### src/rtl/rcsc_pkg.sv
package rcsc_pkg;

  localparam int OFFSET_SAMPLES_DEF = 32;
  localparam int PULSE_BITS_DEF     = 12;

  localparam int PULSE_W = 12;
  localparam int REG_W   = 12;
  localparam int ACC_W   = 18;
  localparam int PEAK_W  = 13;
  localparam int ADDR_W  = 5;
  localparam int DATA_W  = 32;
  localparam int CH_N    = 4;

  localparam int NUM_W  = 27;
  localparam int DEN_W  = 12;
  localparam int QUOT_W = 15;
  localparam int ITER_W = 5;

  localparam logic [QUOT_W-1:0] FULL_SCALE = 15'd16384;
  localparam logic [REG_W-1:0]  RANGE_MAX  = 12'd4095;

  localparam logic [REG_W-1:0] RESET_OFFSET [CH_N] = '{12'd1520, 12'd1520, 12'd1520, 12'd1520};
  localparam logic [REG_W-1:0] RESET_RANGE  [CH_N] = '{12'd798, 12'd736, 12'd760, 12'd754};

  localparam logic [REG_W-1:0] RESET_THR_MIN   = 12'd1400;
  localparam logic [REG_W-1:0] RESET_THR_MAX   = 12'd1640;
  localparam logic [REG_W-1:0] RESET_STICK_MIN = 12'd1400;
  localparam logic [REG_W-1:0] RESET_STICK_MAX = 12'd1640;
  localparam logic [REG_W-1:0] RESET_MIN_SPAN  = 12'd400;
  localparam logic [REG_W-1:0] RESET_AUX_THR   = 12'd1000;

  typedef enum logic [1:0] {
    ACT_NORM   = 2'd0,
    ACT_OFFSET = 2'd1,
    ACT_RANGE  = 2'd2,
    ACT_FINISH = 2'd3
  } act_t;

  typedef enum logic [2:0] {
    REG_THR_MIN   = 3'd0,
    REG_THR_MAX   = 3'd1,
    REG_STICK_MIN = 3'd2,
    REG_STICK_MAX = 3'd3,
    REG_MIN_SPAN  = 3'd4,
    REG_AUX_THR   = 3'd5
  } reg_idx_t;

  typedef enum logic [2:0] {
    S_IDLE,
    S_UPDATE,
    S_MEAN_GO,
    S_MEAN_WAIT,
    S_RATIO_GO,
    S_RATIO_WAIT,
    S_DONE
  } state_t;

  typedef struct packed {
    logic              start;
    logic [NUM_W-1:0]  num;
    logic [DEN_W-1:0]  den;
  } div_req_t;

  typedef struct packed {
    logic              busy;
    logic              done;
    logic              ovf;
    logic [QUOT_W-1:0] quot;
  } div_rsp_t;

endpackage

### src/rtl/rcsc_div.sv
module rcsc_div (
  input  logic               clk,
  input  logic               rst,
  input  rcsc_pkg::div_req_t req,
  output rcsc_pkg::div_rsp_t rsp
);
  import rcsc_pkg::*;

  logic [NUM_W-1:0]  num_sr;
  logic [DEN_W-1:0]  den;
  logic [DEN_W-1:0]  rem;
  logic [QUOT_W-1:0] quot;
  logic              ovf;
  logic              busy;
  logic              done;
  logic [ITER_W-1:0] cnt;

  logic [DEN_W:0] rem_sh;
  logic           ge;

  // one quotient bit per cycle, restoring
  always_comb begin
    rem_sh = {rem, num_sr[NUM_W-1]};
    ge     = rem_sh >= {1'b0, den};
  end

  always_ff @(posedge clk) begin
    if (rst) begin
      busy <= 1'b0;
      done <= 1'b0;
    end else begin
      done <= 1'b0;
      if (req.start) begin
        busy <= 1'b1;
      end else if (busy && cnt == ITER_W'(NUM_W - 1)) begin
        busy <= 1'b0;
        done <= 1'b1;
      end
    end
  end

  always_ff @(posedge clk) begin
    if (req.start) begin
      num_sr <= req.num;
      den    <= req.den;
      rem    <= '0;
      quot   <= '0;
      ovf    <= 1'b0;
      cnt    <= '0;
    end else if (busy) begin
      num_sr <= {num_sr[NUM_W-2:0], 1'b0};
      rem    <= ge ? DEN_W'(rem_sh - {1'b0, den}) : rem_sh[DEN_W-1:0];
      quot   <= {quot[QUOT_W-2:0], ge};
      // a set bit shifted out of the top means quotient past 15 bits
      ovf    <= ovf | quot[QUOT_W-1];
      cnt    <= cnt + ITER_W'(1);
    end
  end

  assign rsp.busy = busy;
  assign rsp.done = done;
  assign rsp.ovf  = ovf;
  assign rsp.quot = quot;

  a_start_idle: assert property (@(posedge clk) disable iff (rst)
    req.start |-> !busy)
    else $error("divider started while busy");

  a_done_once: assert property (@(posedge clk) disable iff (rst)
    done |-> !busy)
    else $error("divider done while still busy");

endmodule

### src/rtl/rc_stick_calibrate_normalize.sv
// a request runs update, four ratio divisions and output load; a request that
//   closes an offset average runs four extra divisions (the offset means) first
// a new request is taken only once the last result is loaded into the output
//   register; the shared 27-step radix-2 divider runs every division
// reset: synchronous, active high; restores registers and calibration defaults
module rc_stick_calibrate_normalize #(
  parameter int OFFSET_SAMPLES = rcsc_pkg::OFFSET_SAMPLES_DEF,
  parameter int PULSE_BITS     = rcsc_pkg::PULSE_BITS_DEF
) (
  input  logic                        clk,
  input  logic                        rst,
  input  logic                        s_tvalid,
  output logic                        s_tready,
  // pulse_throttle, pulse_yaw, pulse_pitch, pulse_roll, pulse_aux, zero pad
  input  logic [63:0]                 s_tdata,
  // action
  input  logic [1:0]                  s_tuser,
  output logic                        m_tvalid,
  input  logic                        m_tready,
  // throttle_q14, yaw_q14, pitch_q14, roll_q14, aux_on, offsets_ok,
  // ranges_ok, zero pad
  output logic [71:0]                 m_tdata,
  input  logic                        psel,
  input  logic                        penable,
  input  logic                        pwrite,
  input  logic [rcsc_pkg::ADDR_W-1:0] paddr,
  input  logic [rcsc_pkg::DATA_W-1:0] pwdata,
  output logic [rcsc_pkg::DATA_W-1:0] prdata,
  output logic                        pready
);
  import rcsc_pkg::*;

  localparam int CNT_W = $clog2(OFFSET_SAMPLES + 1);
  localparam logic [CNT_W-1:0]   SAMPLES_N  = CNT_W'(OFFSET_SAMPLES);
  localparam logic [PULSE_W-1:0] PULSE_MASK = PULSE_W'((1 << PULSE_BITS) - 1);

  state_t state, state_next;

  logic [1:0]         ch;
  act_t               act;
  logic [PULSE_W-1:0] pulse [CH_N];
  logic [PULSE_W-1:0] aux_pulse;

  logic [REG_W-1:0] thr_min, thr_max, stick_min, stick_max, min_span, aux_thr;

  logic [REG_W-1:0]         offset   [CH_N];
  logic [REG_W-1:0]         span     [CH_N];
  logic [ACC_W-1:0]         accum    [CH_N];
  logic [CNT_W-1:0]         count;
  logic signed [PEAK_W-1:0] peak_pos [CH_N];
  logic signed [PEAK_W-1:0] peak_neg [CH_N];
  logic [15:0]              ratio    [CH_N];

  logic        out_valid;
  logic [71:0] out_data;

  logic signed [PEAK_W-1:0] dev       [CH_N];
  logic [REG_W-1:0]         fin_range [CH_N];

  logic [CNT_W-1:0]  count_inc;
  logic              mean_due;
  logic              cfg_wr;
  logic              out_free;
  logic              accept;
  logic              load_out;

  logic signed [PEAK_W-1:0] d_cur;
  logic                     neg_cur;
  logic [PEAK_W-1:0]        mag_wide;
  logic [PULSE_W-1:0]       mag_cur;
  logic [QUOT_W-1:0]        q_sat;
  logic [15:0]              ratio_val;
  logic                     offsets_ok, ranges_ok, aux_on;

  div_req_t div_req;
  div_rsp_t div_rsp;

  rcsc_div u_div (
    .clk (clk),
    .rst (rst),
    .req (div_req),
    .rsp (div_rsp)
  );

  // per-channel deviation and finish-range values
  always_comb begin
    for (int i = 0; i < CH_N; i++) begin
      logic signed [PEAK_W-1:0] pos, negm, mn;
      logic [PEAK_W:0]          dbl;
      dev[i] = $signed({1'b0, pulse[i]}) - $signed({1'b0, offset[i]});
      pos    = peak_pos[i];
      negm   = -peak_neg[i];
      mn     = (pos >= negm) ? negm : pos;
      dbl    = {mn, 1'b0};
      fin_range[i] = (dbl > (PEAK_W+1)'(RANGE_MAX)) ? RANGE_MAX : dbl[REG_W-1:0];
    end
    // throttle range is the positive peak alone
    fin_range[0] = peak_pos[0][REG_W-1:0];
  end

  assign count_inc = count + CNT_W'(1);
  assign mean_due  = (act == ACT_OFFSET) && (count_inc >= SAMPLES_N);
  assign cfg_wr    = psel && penable && pwrite && pready;
  assign out_free  = !out_valid || m_tready;
  assign accept    = s_tvalid && s_tready;

  // ratio of the channel in work
  always_comb begin
    d_cur    = dev[ch];
    neg_cur  = d_cur[PEAK_W-1];
    mag_wide = neg_cur ? PEAK_W'(-d_cur) : d_cur;
    mag_cur  = mag_wide[PULSE_W-1:0];
    if (span[ch] == '0) begin
      q_sat = (mag_cur != '0) ? FULL_SCALE : '0;
    end else if (div_rsp.ovf || div_rsp.quot > FULL_SCALE) begin
      q_sat = FULL_SCALE;
    end else begin
      q_sat = div_rsp.quot;
    end
    if (ch == 2'd0) begin
      ratio_val = neg_cur ? '0 : {1'b0, q_sat};
    end else begin
      ratio_val = neg_cur ? 16'(-{1'b0, q_sat}) : {1'b0, q_sat};
    end
  end

  always_comb begin
    div_req.start = (state == S_MEAN_GO) || (state == S_RATIO_GO);
    if (state == S_MEAN_GO) begin
      div_req.num = NUM_W'(accum[ch]);
      div_req.den = DEN_W'(OFFSET_SAMPLES);
    end else begin
      div_req.num = (ch == 2'd0) ? {1'b0, mag_cur, 14'b0} : {mag_cur, 15'b0};
      div_req.den = span[ch];
    end
  end

  // next state
  always_comb begin
    state_next = state;
    case (state)
      S_IDLE: begin
        if (s_tvalid) state_next = S_UPDATE;
      end
      S_UPDATE: begin
        state_next = mean_due ? S_MEAN_GO : S_RATIO_GO;
      end
      S_MEAN_GO: begin
        state_next = S_MEAN_WAIT;
      end
      S_MEAN_WAIT: begin
        if (div_rsp.done) state_next = (ch == 2'd3) ? S_RATIO_GO : S_MEAN_GO;
      end
      S_RATIO_GO: begin
        state_next = S_RATIO_WAIT;
      end
      S_RATIO_WAIT: begin
        if (div_rsp.done) state_next = (ch == 2'd3) ? S_DONE : S_RATIO_GO;
      end
      S_DONE: begin
        if (out_free) state_next = S_IDLE;
      end
      default: state_next = S_IDLE;
    endcase
  end

  // outputs of the sequencer
  always_comb begin
    s_tready = 1'b0;
    load_out = 1'b0;
    case (state)
      S_IDLE:  s_tready = 1'b1;
      S_DONE:  load_out = out_free;
      default: ;
    endcase
  end

  always_ff @(posedge clk) begin
    if (rst) state <= S_IDLE;
    else     state <= state_next;
  end

  // configuration
  always_ff @(posedge clk) begin
    if (rst) begin
      thr_min   <= RESET_THR_MIN;
      thr_max   <= RESET_THR_MAX;
      stick_min <= RESET_STICK_MIN;
      stick_max <= RESET_STICK_MAX;
      min_span  <= RESET_MIN_SPAN;
      aux_thr   <= RESET_AUX_THR;
    end else if (cfg_wr) begin
      case (reg_idx_t'(paddr[4:2]))
        REG_THR_MIN:   thr_min   <= pwdata[REG_W-1:0];
        REG_THR_MAX:   thr_max   <= pwdata[REG_W-1:0];
        REG_STICK_MIN: stick_min <= pwdata[REG_W-1:0];
        REG_STICK_MAX: stick_max <= pwdata[REG_W-1:0];
        REG_MIN_SPAN:  min_span  <= pwdata[REG_W-1:0];
        REG_AUX_THR:   aux_thr   <= pwdata[REG_W-1:0];
        default: ;
      endcase
    end
  end

  always_comb begin
    case (reg_idx_t'(paddr[4:2]))
      REG_THR_MIN:   prdata = DATA_W'(thr_min);
      REG_THR_MAX:   prdata = DATA_W'(thr_max);
      REG_STICK_MIN: prdata = DATA_W'(stick_min);
      REG_STICK_MAX: prdata = DATA_W'(stick_max);
      REG_MIN_SPAN:  prdata = DATA_W'(min_span);
      REG_AUX_THR:   prdata = DATA_W'(aux_thr);
      default:       prdata = '0;
    endcase
  end

  assign pready = 1'b1;

  // request capture
  always_ff @(posedge clk) begin
    if (accept) begin
      act       <= act_t'(s_tuser);
      pulse[0]  <= s_tdata[11:0]  & PULSE_MASK;
      pulse[1]  <= s_tdata[23:12] & PULSE_MASK;
      pulse[2]  <= s_tdata[35:24] & PULSE_MASK;
      pulse[3]  <= s_tdata[47:36] & PULSE_MASK;
      aux_pulse <= s_tdata[59:48] & PULSE_MASK;
    end
  end

  // calibration state
  always_ff @(posedge clk) begin
    if (rst) begin
      ch    <= '0;
      count <= '0;
      for (int i = 0; i < CH_N; i++) begin
        offset[i]   <= RESET_OFFSET[i];
        span[i]     <= RESET_RANGE[i];
        accum[i]    <= '0;
        peak_pos[i] <= '0;
        peak_neg[i] <= '0;
      end
    end else begin
      case (state)
        S_IDLE: ch <= '0;
        S_UPDATE: begin
          case (act)
            ACT_OFFSET: begin
              count <= count_inc;
              for (int i = 0; i < CH_N; i++) begin
                accum[i] <= accum[i] + ACC_W'(pulse[i]);
              end
            end
            ACT_RANGE: begin
              for (int i = 0; i < CH_N; i++) begin
                if (dev[i] > peak_pos[i]) peak_pos[i] <= dev[i];
                if (dev[i] < peak_neg[i]) peak_neg[i] <= dev[i];
              end
            end
            ACT_FINISH: begin
              for (int i = 0; i < CH_N; i++) begin
                span[i]     <= fin_range[i];
                peak_pos[i] <= '0;
                peak_neg[i] <= '0;
              end
            end
            default: ;
          endcase
        end
        S_MEAN_WAIT: begin
          if (div_rsp.done) begin
            offset[ch] <= div_rsp.quot[REG_W-1:0];
            accum[ch]  <= '0;
            ch         <= ch + 2'd1;
            if (ch == 2'd3) count <= '0;
          end
        end
        S_RATIO_WAIT: begin
          if (div_rsp.done) begin
            ratio[ch] <= ratio_val;
            ch        <= ch + 2'd1;
          end
        end
        default: ;
      endcase
    end
  end

  // validity flags
  always_comb begin
    offsets_ok = (offset[0] >= thr_min) && (offset[0] <= thr_max);
    ranges_ok  = 1'b1;
    for (int i = 1; i < CH_N; i++) begin
      if (offset[i] < stick_min || offset[i] > stick_max) offsets_ok = 1'b0;
    end
    for (int i = 0; i < CH_N; i++) begin
      if (span[i] < min_span) ranges_ok = 1'b0;
    end
    aux_on = aux_pulse > aux_thr;
  end

  // output register
  always_ff @(posedge clk) begin
    if (rst) begin
      out_valid <= 1'b0;
    end else if (load_out) begin
      out_valid <= 1'b1;
    end else if (m_tready) begin
      out_valid <= 1'b0;
    end
  end

  always_ff @(posedge clk) begin
    if (load_out) begin
      out_data <= {6'b0, ranges_ok, offsets_ok, aux_on,
                   ratio[3], ratio[2], ratio[1], ratio[0][QUOT_W-1:0]};
    end
  end

  assign m_tvalid = out_valid;
  assign m_tdata  = out_data;

  a_count_below: assert property (@(posedge clk) disable iff (rst)
    (state == S_IDLE) |-> (count < SAMPLES_N))
    else $error("offset sample count reached limit while idle");

  a_peak_sign: assert property (@(posedge clk) disable iff (rst)
    !peak_pos[0][PEAK_W-1] && !peak_pos[1][PEAK_W-1] &&
    !peak_pos[2][PEAK_W-1] && !peak_pos[3][PEAK_W-1] &&
    (peak_neg[0] <= 0) && (peak_neg[1] <= 0) &&
    (peak_neg[2] <= 0) && (peak_neg[3] <= 0))
    else $error("peak tracking sign broken");

  a_done_in_wait: assert property (@(posedge clk) disable iff (rst)
    div_rsp.done |-> (state == S_MEAN_WAIT || state == S_RATIO_WAIT))
    else $error("divider result outside a wait state");

  a_load_free: assert property (@(posedge clk) disable iff (rst)
    load_out |-> (!m_tvalid || m_tready))
    else $error("output register overwritten");

endmodule

### config.mk
export PLATFORM = sky130hd
export DESIGN_NAME = rc_stick_calibrate_normalize
export DESIGN_NICKNAME = d
export VERILOG_FILES = /design/src/rtl/rcsc_pkg.sv /design/src/rtl/rcsc_div.sv /design/src/rtl/rc_stick_calibrate_normalize.sv
export SDC_FILE = /design/constraint.sdc
export NUM_CORES = 2
export LEC_CHECK = 0
export BUFFER_PORTS_ARGS = -buffer_cell sky130_fd_sc_hd__buf_2
export CORE_ASPECT_RATIO = 1.25
export CORE_MARGIN = 2
export CORE_UTILIZATION = 55
export CTS_CLUSTER_SIZE = 25
export DETAILED_ROUTE_END_ITERATION = 10
export PLACE_DENSITY = 0.83
export SLEW_MARGIN = 30
export SYNTH_ARGS = -nofsm -noshare
export SYNTH_HDL_FRONTEND = slang
export SYNTH_SLANG_ARGS = --single-unit
### constraint.sdc
create_clock -name clk -period 7 [get_ports clk]
set_input_delay 1.75 -clock clk [delete_from_list [all_inputs] [get_ports clk]]
set_output_delay 1.75 -clock clk [all_outputs]
set_load 0.01 [all_outputs]
## After elaboration in Yosys (flattened, before gate mapping)

Memory sizes are Yosys's and may differ from the RTL's. A register that Yosys moved wholly into a read port is not among the register bits.
Index checks and enable logic that the tools add are counted.

| storage, ports and cells | value |
|---|---|
| register bits after elaboration | 238 |
| output and inout port bits | 107 |
| bits in latches | 0 |
| logic and storage cells | 302 |
| ROM bits | 0 |
| memories | 7 |
| input port bits | 110 |
| RAM bits | 384 |

Memory list:

| memory | words | bits a word | rd ports | clocked after memory_dff | write ports | line | text |
|---|---|---|---|---|---|---|---|
| accum | 4 | 18 | 5 | 1 | 4 | rc_stick_calibrate_normalize.sv:48 | `logic [ACC_W-1:0] accum [CH_N];` |
| ratio | 4 | 16 | 4 | 4 | 1 | rc_stick_calibrate_normalize.sv:52 | `logic [15:0] ratio [CH_N];` |
| peak_neg | 4 | 13 | 4 | 0 | 4 | rc_stick_calibrate_normalize.sv:51 | `logic signed [PEAK_W-1:0] peak_neg [CH_N];` |
| peak_pos | 4 | 13 | 4 | 0 | 4 | rc_stick_calibrate_normalize.sv:50 | `logic signed [PEAK_W-1:0] peak_pos [CH_N];` |
| offset | 4 | 12 | 4 | 0 | 4 | rc_stick_calibrate_normalize.sv:46 | `logic [REG_W-1:0] offset [CH_N];` |
| pulse | 4 | 12 | 4 | 0 | 4 | rc_stick_calibrate_normalize.sv:41 | `logic [PULSE_W-1:0] pulse [CH_N];` |
| +1 memories | -- | -- | -- | -- | -- | -- |  |

| operators by class | value |
|---|---|
| reduce and logical (&&, ||, !) cells | 38 |
| equality and inequality tests | 23 |
| shift operators | 0 |
| mux-type cells | 137 |
| order comparisons | 31 |
| divide/modulo/power cells | 0 |
| multiply operators | 0 |
| add/subtract/negate cells | 17 |
| bitwise gates (word level) | 26 |

Operator list:

| kind | number |
|---|---|
| 2-to-1 mux 13 bit | 21 |
| 2-to-1 mux 12 bit | 10 |
| 2-to-1 mux 18 bit | 5 |
| < comparator 12 bit | 7 |
| 2-to-1 mux 27 bit | 3 |
| adder 18 x 12 -> 18 bit | 4 |
| one-hot mux 12 bit (6 select lines) | 1 |
| 2-to-1 mux 1 bit | 69 |
| 2-to-1 mux 15 bit | 4 |
| greater-than comparator 13 bit | 4 |
| < comparator 13 bit | 4 |
| subtractor 12 x 12 -> 13 bit | 4 |
| greater-than comparator 12 bit | 4 |
| greater-than comparator 14 x 12 -> 1 bit, second input constant | 3 |
| >= comparator 13 bit | 3 |
| 2-to-1 mux 39 bit | 1 |
| negation 13 bit | 3 |
| 2-to-1 mux 16 bit | 2 |
| binary-select mux 13 bit (select 2 bit) | 1 |
| OR 1 bit | 25 |
| one-hot mux 3 bit (7 select lines) | 1 |
| 2-to-1 mux 3 bit | 6 |
| 2-to-1 mux 6 bit | 3 |
| OR reduction 18 bit | 1 |
| other kinds (37) | 83 |

## Longest topological paths before layout

An unclocked memory read counts as a cell.

| logic depth | value |
|---|---|
| word-level depth | 13 |
| depth in mapped cells | 20 |

## By module

A second synthesis with hierarchy kept.

| second synthesis, totals | value |
|---|---|
| cells, all modules | 3846 |
| area, all modules | 37902.6 µm² |

Modules (own cells, without submodules):

| module | instances | sequential area each (µm²) | area each (µm²) | cells an instance |
|---|---|---|---|---|
| rc_stick_calibrate_normalize | 1 | 14383.8 | 34436.8 | 3548 |
| rcsc_div | 1 | 1871.8 | 3465.8 | 298 |

## Worst setup path before layout

No wires, ideal clock.

| path | value |
|---|---|
| path kind | in2reg |
| start point | input m_tready |
| end point | register out_data[0], in the netlist m_tdata[0], read port of ratio, enable pin |
| slack | 1.950 ns |
| data required time | 6.510 ns |
| library setup time | 0.490 ns |
| arrival | 4.560 ns |
| stages | 2 |
| path buffers | 0 |
| cells stage by stage | nor2b_1 -> nor2_1 |

| on the way | value |
|---|---|
| word-level cells in the longest chain between the ends | 2 |

RTL lines:

| what | line | text |
|---|---|---|
| from (decl) | rc_stick_calibrate_normalize.sv:19 | `input logic m_tready,` |
| logical OR 1 bit | rc_stick_calibrate_normalize.sv:104 | `assign out_free = !out_valid \|\| m_tready;` |
| 2-to-1 mux 1 bit | rc_stick_calibrate_normalize.sv:171 | `case (state)` |
| named net load_out | rc_stick_calibrate_normalize.sv:65 | `logic load_out;` |
| to (decl) | rc_stick_calibrate_normalize.sv:55 | `logic [71:0] out_data;` |

The timed path passes the listed nets, and every way through them passes these cells.
A chain may end at the register's enable or synchronous reset.

==> impl_results.md <==
* Status: finished, final reports clean
* Crit Path Category: flip-flop to flip-flop
* Final layout net count at 4416
* Vias in the first global route at 28200
* P per Cell Area at 253 nW/um^2
* Final core occ at 61.3%
* Worst EP arrival at 5.83 ns
* Synth cell types at 95
* Fin Hold WS at 0.416 ns
* CP max-delay cell: or4b_2
* Xor and xnor area share after synthesis at 3.29%
* Area contributors post-synth: edfxtp_1 (30%), ha_1 (13%), dfxtp_1 (13%)
* Largest family of logic cells by synthesized area: compound AO/OA/AOI/OAI gates
* Sequential area share after synthesis at about 43%
* Setup ws final at around 1.4 ns
* 1st-iter DRT viols at approximately 2900
* Clock period minus worst slack at 5.61 ns
* Count of input and output buffers at about 160
* DP HPWL at 79400 um
* Remaining antenna violation count at 0
* # Max-Cap Violations at 0
* Fin. Hold Viols at 0
* Clk_lat worst skew at 0.63 ns
* Drt wl/cell at 21.7 um
* Synth Flop Type: edfxtp_1
* Die area at 70200 sq um
* Simple-gate share of the synthesized area at 14.0%
* Clock tree buffer depth at 3
* Unrepaired setup endpoints after global routing: no
* Total GRT Usage at 29.3%
* CTS root buffer: clkbuf_16
* Largest area contributor in the netlist: edfxtp_1
* Final wirelength at about 100000 um
* Chip Width at 237 um
* Crit end category: flip-flop
* Most common cell in the netlist: ha_1
* Slew HR at between 30 and 40%
* Hold-fix buffers, CTS at 0
* Antenna diodes at 0
* Area fraction in compound gates after synthesis at 15.6%
* Largest net degree at the start of global routing at 75
* Postcts setup bufs at 0
* Gpl congestion at 1.04
* HP Class: flip-flop to flip-flop
* Leak at 16.5 nW
* Worst slew pin tran at approximately 1 ns
* Tcrit/Tclk final at 80.2%
* Largest stage delay on the critical path at 0.63 ns
* Die Ht at 296 um
* Worst-path fanout max at 14
* Flops & latches, synth at 623
* Multiplexer share of the synthesized area at 4.18%
* Final Non-Filler Cells at approximately 4800
* Initial antenna violation count at 1
* # IOs at 217
* Synth top area share at between 30% and 40%
* Layout area overhead at 9.90%
* Fraction of layout cells with a size suffix above 1 at ~9.7%
* DP Worst Slack at 1.56 ns
* Filler Cell Count at 5296
* Yosys warns at 0
* Buf/Inv on CP at 2
* Worst EP required at 7.22 ns
* Via-per-instance ratio at 6.12
* EDFF count, synth at 378
* Final Max Tran Viols at 0
* Worst-path cell chain: inv_1, ha_1, a211o_1, o32a_1, a21o_1, a2111oi_0, or3_1, xor2_1, inv_1, ha_1, or4b_2, a21oi_1, o21ai_0, nand4_1, nand2_1
* Setup TNS at 0 ns
* CTS Buf Count at 66
* Multi-input gate area at 19300 sq um
* Cell Rows at 106
* Top cells by count, synth: ha_1 (403), edfxtp_1 (378), inv_1 (337)
* Setup violators final at 0
* Fin area at 41100 sq um
* H-tree depth at 3
* Clk_skew at 0.0287 ns
* DP Cell Count at 4689
* Asr flop ratio synth at 0%
* GR Overflow Total at 0
* Final routed DRC violation total at 0
* Vias post-DR at 29500
* Post-Syn Instances at 3774
* Total Power at 10.4 mW
* Peak Freq at 0.178 GHz
* CP top delay family: simple AND/OR/NAND/NOR gates
* Placed Area at 39000 sq um
* First-pass GRT wire length at 157000 um
* Initial core utilization at 55.8%
* CTS tree: built
* Mean Syn Cell Area at between 9 and 10 sq um
* Worst-path clk slew at 0.06 ns
* # clock sinks at 623
* Mapped Area at 37400 sq um
* Critical path startpoint category: flip-flop
* Peak VDD IR at 0.177 mV
* DR pass1 iterations at 6
* Post-Synth Adder-Cell Area at 14.0%
* Post-cts resize count at 0
* Core footprint at 67100 sq um
* Register Area at 16300 sq um
[power by group]
part / switching, mW / internal, mW
clock network: 1.51 / 1.96
registers: 0.244 / 4.15
logic: 1.56 / 0.993
[state kept, by name, summed over array words and instances (netlist names), 6 cells and up, named ones only]
register,flops
accum,72
m_tdata,66
ratio,63
peak_neg,52
peak_pos,52
offset,48
pulse,48
span,48
u_div.num_sr,27
u_div.quot,15
aux_pulse,12
aux_thr,12
min_span,12
stick_max,12
stick_min,12
thr_max,12
thr_min,12
u_div.den,12
u_div.rem,12
count,6
[metal layers]
layer,track usage (%),up-vias,share of wire (%)
met1,33.3,14000,36
met3,6.40,373,8.1
met4,19.1,2,7.3
met2,50.1,1266,48
li1,-,13800,-
met5,0,-,0.012
[cell families after synthesis]
logic type | count (synthesis)
xor+xnor | 138
compound gates | 882
simple gates | 1094
mux | 107
other cells | 2
buf+inv | 514
flops | 623
fa+ha+maj | 414
[placed cells by master, fill, tap and decap left out, types with 59 or more instances in the layout]
| master | n |
|---|---|
| nand2_1 | 301 |
| ha_1 | 403 |
| mux2i_1 | 64 |
| inv_1 | 337 |
| a21o_1 | 89 |
| dfxtp_1 | 244 |
| buf_2 | 162 |
| nor3_1 | 59 |
| a21oi_1 | 241 |
| nand3_1 | 76 |
| clkbuf_16 | 67 |
| nor2_1 | 307 |
| nand2b_1 | 64 |
| o21a_1 | 85 |
| o21ai_0 | 145 |
| edfxtp_1 | 378 |
| xnor2_1 | 99 |
[worst paths after layout]
check / startpoint / endpoint / slack, ns / cells past startpoint
worst max-delay path: offset[2][6] / peak_pos[2][5] / 1.39 / 15
worst min-delay path: ratio[2][0] / m_tdata[31] / 0.42 / 0
worst min register to register: ratio[2][0] / m_tdata[31] / 0.42 / 0
worst max register to register: offset[2][6] / peak_pos[2][5] / 1.39 / 15
[area by class of cell]
| cell class | count | share of cell area (%) |
|---|---|---|
| multi-input combinational | 2662 | 46.9 |
| tap | 864 | 2.63 |
| sequential | 623 | 39.5 |
| inverter | 341 | 3.11 |
| clock inverter | 23 | 0.602 |
| timing repair buffer | 200 | 2.70 |
| clock buffer | 99 | 4.55 |
(Power assumes the default switching activity.)
